File: config.mk
export PLATFORM = sky130hd
export DESIGN_NAME = qvr_sat
export DESIGN_NICKNAME = d
export VERILOG_FILES = /design/src/design/qvr_pkg.sv /design/src/design/qvr_sat.sv
export SDC_FILE = /design/constraint.sdc
export NUM_CORES = 1
export LEC_CHECK = 0
export ABC_AREA = 1
export BUFFER_PORTS_ARGS = -buffer_cell sky130_fd_sc_hd__buf_2
export CELL_PAD_IN_SITES_DETAIL_PLACEMENT = 2
export CELL_PAD_IN_SITES_GLOBAL_PLACEMENT = 2
export CORE_MARGIN = 2
export CORE_UTILIZATION = 28
export CTS_BUF_LIST = sky130_fd_sc_hd__clkbuf_8
export DETAILED_ROUTE_END_ITERATION = 7
export PLACE_DENSITY = 0.87
export SLEW_MARGIN = 40
export SYNTH_ARGS = -nofsm -noshare
export SYNTH_HDL_FRONTEND = slang
export SYNTH_SLANG_ARGS = --single-unit
File: constraint.sdc
create_clock -name clk -period 9.2 [get_ports clk]
set_input_delay 1.84 -clock clk [delete_from_list [all_inputs] [get_ports clk]]
set_output_delay 1.84 -clock clk [all_outputs]
set_load 0.005 [all_outputs]
File: src/design/qvr_pkg.sv
// Shared widths, types and register indexes for the quaternion vector rotation block.
package qvr_pkg;

  localparam int COORD_WIDTH    = 24;
  localparam int QUAT_FRAC_BITS = 16;
  localparam int QUAT_WIDTH     = QUAT_FRAC_BITS + 2;
  localparam int GUARD_BITS     = 2;

  // first product q * (0, v)
  localparam int PROD1_W = QUAT_WIDTH + COORD_WIDTH;
  localparam int SUM1_W  = PROD1_W + 2;
  localparam int SHIFT1  = QUAT_FRAC_BITS - GUARD_BITS;
  localparam int T_W     = SUM1_W - SHIFT1;

  // second product t * conj(q)
  localparam int PROD2_W = T_W + QUAT_WIDTH;
  localparam int SUM2_W  = PROD2_W + 2;
  localparam int SHIFT2  = QUAT_FRAC_BITS + GUARD_BITS;
  localparam int R_W     = SUM2_W - SHIFT2;

  localparam int CFG_IDX_W = 3;
  localparam logic [CFG_IDX_W-1:0] REG_QUAT_W = 3'd0;
  localparam logic [CFG_IDX_W-1:0] REG_QUAT_X = 3'd1;
  localparam logic [CFG_IDX_W-1:0] REG_QUAT_Y = 3'd2;
  localparam logic [CFG_IDX_W-1:0] REG_QUAT_Z = 3'd3;

  typedef struct packed {
    logic signed [QUAT_WIDTH-1:0] w;
    logic signed [QUAT_WIDTH-1:0] x;
    logic signed [QUAT_WIDTH-1:0] y;
    logic signed [QUAT_WIDTH-1:0] z;
  } quat_t;

  typedef struct packed {
    logic signed [COORD_WIDTH-1:0] x;
    logic signed [COORD_WIDTH-1:0] y;
    logic signed [COORD_WIDTH-1:0] z;
  } cvec_t;

  typedef struct packed {
    logic signed [T_W-1:0] t0;
    logic signed [T_W-1:0] t1;
    logic signed [T_W-1:0] t2;
    logic signed [T_W-1:0] t3;
  } tquat_t;

  typedef struct packed {
    logic signed [R_W-1:0] x;
    logic signed [R_W-1:0] y;
    logic signed [R_W-1:0] z;
  } rvec_t;

endpackage

File: src/design/qvr_sat.sv
// Output stage: clips each rotated component to the coordinate range and flags clipping.
module qvr_sat (
  input  logic           clk,
  input  logic           rst_n,
  input  logic           in_valid,
  output logic           in_ready,
  input  qvr_pkg::rvec_t r,
  output logic           out_valid,
  input  logic           out_ready,
  output qvr_pkg::cvec_t rot,
  output logic           sat
);

  localparam logic signed [qvr_pkg::R_W-1:0] HI =
    {{(qvr_pkg::R_W - qvr_pkg::COORD_WIDTH + 1){1'b0}},
     {(qvr_pkg::COORD_WIDTH - 1){1'b1}}};
  localparam logic signed [qvr_pkg::R_W-1:0] LO = ~HI;

  qvr_pkg::cvec_t rot_nxt, rot_r;
  logic [2:0] clip_hi, clip_lo;
  logic sat_nxt, sat_r;
  logic vld_r;

  assign in_ready = !vld_r || out_ready;

  always_comb begin
    clip_hi = {r.x > HI, r.y > HI, r.z > HI};
    clip_lo = {r.x < LO, r.y < LO, r.z < LO};
    rot_nxt.x = clip_hi[2] ? HI[qvr_pkg::COORD_WIDTH-1:0] :
                clip_lo[2] ? LO[qvr_pkg::COORD_WIDTH-1:0] :
                             r.x[qvr_pkg::COORD_WIDTH-1:0];
    rot_nxt.y = clip_hi[1] ? HI[qvr_pkg::COORD_WIDTH-1:0] :
                clip_lo[1] ? LO[qvr_pkg::COORD_WIDTH-1:0] :
                             r.y[qvr_pkg::COORD_WIDTH-1:0];
    rot_nxt.z = clip_hi[0] ? HI[qvr_pkg::COORD_WIDTH-1:0] :
                clip_lo[0] ? LO[qvr_pkg::COORD_WIDTH-1:0] :
                             r.z[qvr_pkg::COORD_WIDTH-1:0];
    sat_nxt = |{clip_hi, clip_lo};
  end

  always_ff @(posedge clk) begin
    if (!rst_n) begin
      vld_r <= 1'b0;
    end else if (in_ready) begin
      vld_r <= in_valid;
    end
  end

  always_ff @(posedge clk) begin
    if (in_ready && in_valid) begin
      rot_r <= rot_nxt;
      sat_r <= sat_nxt;
    end
  end

  assign out_valid = vld_r;
  assign rot       = rot_r;
  assign sat       = sat_r;

endmodule

==> results of run 1 <==
## final timing paths
| kind | startpoint | endpoint | slack, ps | cells past startpoint |
|---|---|---|---|---|
| max | out_ready | in_ready | 5100 | 4 |
| min reg2reg | out_valid | out_valid | 580 | 2 |
| min | out_valid | out_valid | 580 | 2 |
| max reg2reg | out_valid | rot[25] | 7720 | 2 |
## final cells by class
type,count,area [µm²],share of cell area
Timing Repair Buffer,175,882,0.206
Inverter,9,33.8,0.00789
Clock buffer,9,124,0.0289
Clock inverter,7,61.3,0.0143
Multi-Input combinational cell,195,792,0.185
Sequential cell,74,2210,0.517
Tap cell,140,175,0.0409
## metrics by stage
stage | hold slack, ps | instance area, µm² | utilization | instances
after floorplan | 523 | 3150 | - | 293
after CTS | 603 | 4280 | 0.393 | 609
final | 582 | 4280 | 0.393 | 609
after detailed placement | 587 | 4100 | 0.376 | 593
after global routing | 656 | 4280 | 0.393 | 609
after global placement | 527 | 4090 | 0.376 | 593
## worst register-to-register path, stage by stage (launching register included)
cell and delay (ps):
dfxtp_1 360, a21oi_4 160, buf_6 520
## cells in the final DEF (no fill, tap or decap), types with 2 or more instances in the layout
cell type / synthesis / layout
nor2_1: 22 / 22
buf_2: 6 / 174
clkinvlp_4: 0 / 2
edfxtp_1: 73 / 73
inv_1: 8 / 9
nand2_1: 154 / 154
nand2_2: 15 / 15
clkbuf_8: 0 / 9
clkinv_1: 0 / 2
## power by group through the flow
stage	logic (W)	registers, W	clock network [W]
3_3_place_gp	0.0000857	0.000408	0
2_1_floorplan	0.0000359	0.000413	0
4_1_cts	0.0000912	0.000401	0.000251
3_5_place_dp	0.0000907	0.000409	0
5_1_grt	0.000101	0.000403	0.000264
6_report	0.0000880	0.000401	0.000242
## sequential cells by signal, summed over array words and instances, names as in the netlist
signal     flops
out_valid      1
rot           72
sat            1
## kinds of logic after synthesis
group,Yosys count,synth area share
AO/OA/AOI/OAI,3,0.00676
buffers and inverters,24,0.0485
flip-flops,74,0.703
AND/OR/NAND/NOR,192,0.241
## synth_stat cells
cell type      instances  area share
a21boi_0               1      0.0024
a21oi_1                1      0.0016
a21oi_2                1      0.0028
buf_2                  6      0.0095
buf_6                  5       0.018
buf_8                  1      0.0048
clkbuf_1               2      0.0024
dfxtp_1                1      0.0064
dlygate4sd3_1          1      0.0032
edfxtp_1              73        0.70
inv_1                  8      0.0095
inv_2                  1      0.0012
nand2_1              154        0.18
nand2_2               15       0.030
nand3_1                1      0.0016
nor2_1                22       0.026
## per-layer routing
layer  wire length, µm  track usage  vias to the layer above
li1                  -            -                     1278
met1              3710        0.172                     1258
met2              4740        0.279                      111
met3               627       0.0429                       13
met4               189       0.0606                        0
met5                 0            0                        -
==> impl_metrics.tcl, run 1 <==
set metrics [dict create \
    io_pins 175 \
    cts_hold_buf 0 \
    cp_data_required_time_ps 7360 \
    hp-class "flop to flop" \
    drc_errors 0 \
    synth_warnings 0 \
    ys_seq_area_frac 0.703 \
    relSlewSlack 0.540 \
    drtIter0Drc 102 \
    firstDrtPassIters 6 \
    power_switching_w 0.000176 \
    post_cts_buffers 0 \
    worst_slack_ps 5100 \
    clock-sinks 74 \
    fin_crit_sh 0.446 \
    fmax_mhz 244 \
    htreeDepth 3 \
    grt_pass1_vias 2904 \
    worstPathArrival_ps 2260 \
    worst-path-max-fanout 2 \
    p_seq_frac 0.548 \
    routedWlPerCell_um 15.2 \
    grt_usage 0.155 \
    slew_viol_final 0 \
    grt_overflow 0 \
    chipWidth_um 110 \
    grt_max_degree 74 \
    grt_setup_unrepaired "no" \
    syn_to_final_growth_pct 36.1 \
    yosysUniqueCellTypes 16 \
    setup_violations 0 \
    critPathBufInv 3 \
    maxCapViolations 0 \
    synth.avg_cell_area_um2 10.7 \
    layout-drive-gt1-share 0.439 \
    clkSlewWorstSetupHoldPaths_ps 80 \
    intPower_w 0.000555 \
    power_frac_clock 0.331 \
    status "finished, final reports clean" \
    vias_per_cell 4.37 \
    io_buffer_count 174 \
    end_kind "primary output" \
    synth.ff_latch_count 74 \
    p_sw_frac 0.241 \
    tightestPinTransition_ps 691 \
    cts_tree "built" \
    slowest_stage "buf_2" \
    hpwl_um 6970 \
    netlist_area_um2 3150 \
    die_height_um 110 \
    numCtsBuffers 9 \
    layout.nets 564 \
    rows 38 \
    num_vias 2660 \
    clock_skew_ps 6.10 \
    cp_top_family "buffers and inverters" \
    hold_violations 0 \
    globalplace.congestion 0.687 \
    antenna_found_initial 0 \
    finalPower_w 0.000731 \
    max_stage_delay_ps 130 \
    dieArea_um2 12100 \
    crit_type "input port to primary output" \
    place_ws_ps 5080 \
    critical_path.cell_chain "buf_2, inv_1, nand2_1, buf_2" \
    drtAntennaViolNets 0 \
    grt_pass1_wl_um 14200 \
    worstSkewPairLatency_ps 330 \
    cts_root_buf "clkbuf_8" \
    comb_power_share 0.120 \
    clockBufferDepth 2 \
    routed_wl_um 9270 \
    syn_nets 393 \
    initial_core_util 0.289 \
    setup_tns_ps 0 \
    core_um2 10900 \
    synth_cells 293 \
    fillerInstances 1243 \
    diodes 0 \
    ir_drop_v 0.0000704 \
    leakagePower_nw 1.97 \
    min_period_ps 4100 \
    cp_common_cell "buf_2" \
    p_per_area_nw_per_um2 171 \
    ctsResizeCount 0 \
    startpoint_type "input port" \
]
(Power assumes the default switching activity.)
==> inputs of run 2 (changes only) <==
Settings changed: CORE_UTILIZATION 28 to 23, PLACE_DENSITY 0.87 to 0.76.
Clock period 9.2 ns to 3.5 ns, I/O delays scaled along.
==> impl_metrics.tcl, run 2 (synthesized netlist as in run 1, its figures left out) <==
set metrics [dict create \
    status "finished, final reports clean" \
    worst_slack_ps 1690 \
    hold_violations 0 \
    maxCapViolations 0 \
    tightestPinTransition_ps 670 \
    syn_to_final_growth_pct 39.1 \
    leakagePower_nw 2.00 \
    startpoint_type "input port" \
    layout_common_cells "buf_2 (174), nand2_1 (154), edfxtp_1 (73)" \
    grt_usage 0.128 \
    grt_pass1_wl_um 14200 \
    utilization 0.329 \
    numCtsBuffers 9 \
    dieArea_um2 14600 \
    cts_hold_buf 0 \
    die_height_um 121 \
    largest_register_ffs 72 \
    clockBufferDepth 2 \
    io_buffer_count 174 \
    clock_skew_ps 8.12 \
    fillerInstances 1527 \
    num_vias 2666 \
    clock-sinks 74 \
    routed_wl_um 9320 \
    rows 42 \
    whs_ps 578 \
    grt_overflow 0 \
    post-route-cell-area_um2 4370 \
    globalRouteMet1Util 0.137 \
    hp-class "flop to flop" \
    setup_violations 0 \
    ctsResizeCount 0 \
    grt_setup_unrepaired "no" \
    drc_errors 0 \
    post_cts_buffers 0 \
    cts_tree "built" \
    layout.nets 564 \
    met2_usage 0.238 \
    clkSlewWorstSetupHoldPaths_ps 70 \
    crit_type "input port to primary output" \
    slew_viol_final 0 \
    initial_core_util 0.237 \
    worstSkewPairLatency_ps 340 \
    worst-path-max-fanout 2 \
    max_stage_delay_ps 130 \
    grt_busiest_layer "met2" \
    p_per_area_nw_per_um2 472 \
    grt_pass1_vias 2869 \
    final_common_cell "buf_2" \
    fin_crit_sh 0.518 \
    antenna_found_initial 0 \
    min_period_ps 1810 \
    globalplace.congestion 0.726 \
    setup_tns_ps 0 \
    ir_drop_v 0.000166 \
    fmax_mhz 552 \
    end_kind "primary output" \
    chipWidth_um 121 \
    vias_per_cell 4.13 \
    layout-drive-gt1-share 0.441 \
    slowest_stage "buf_2" \
    drtIter0Drc 60 \
    grt_max_degree 74 \
    routedWlPerCell_um 14.5 \
    critical_path.cell_chain "buf_2, inv_1, nand2_1, buf_2" \
    core_um2 13300 \
    cp_data_required_time_ps 2800 \
    firstDrtPassIters 5 \
    gr-usage-met3 0.0437 \
    place_ws_ps 1430 \
    worstPathArrival_ps 1110 \
    placed_area_um2 4140 \
    cp_common_cell "buf_2" \
    diodes 0 \
    hpwl_um 7160 \
    relSlewSlack 0.553 \
    drtAntennaViolNets 0 \
    io_pins 175 \
    cts_root_buf "clkbuf_8" \
    htreeDepth 3 \
]
[run 2: changes by cell type in the layout (fill, tap and decap cells not counted), sizes merged]
cell and delta:
inv +1, clkinvlp -1, bufinv +2, clkinv -2
[run 2: per-stage QoR]
| stage | std cells | power [W] |
|---|---|---|
| after global placement | 629 | 0.00130 |
| final | 645 | 0.00206 |
| after global routing | 645 | 0.00216 |
| after floorplan | 293 | 0.00118 |
| after CTS | 645 | 0.00210 |
| after detailed placement | 629 | 0.00131 |
[run 2: area by class of cell]
class	instances	area, µm²	area share
multi-input combinational	195	792	0.181
clock inverter	7	110	0.0252
tap	176	220	0.0503
timing repair buffer	175	882	0.202
inverter	9	33.8	0.00772
clock buffer	9	124	0.0283
sequential	74	2210	0.506
[run 2: path summary, 6_finish.rpt]
kind / cells past startpoint / to / slack, ps / startpoint
setup / recovery: 4 / in_ready / 1690 / out_ready
hold / removal: 2 / out_valid / 580 / out_valid
setup reg to reg: 2 / rot[28] / 2040 / out_valid
hold reg to reg: 2 / out_valid / 580 / out_valid
[run 2: worst max-delay path, delay by kind of cell]
family        cells  cell delay, ps
buf+inv           3             330
simple gates      1              80
[run 2: report_power, final]
part	switching, W	internal [W]
registers	0.0000139	0.00104
clock network	0.000311	0.000467
logic	0.000133	0.0000986
total	0.000458	0.00161
[run 2: routing by layer]
layer,routed length [µm],vias up
met2,4990,102
met1,3560,1277
met5,0,-
met4,73,0
met3,703,8
li1,-,1279
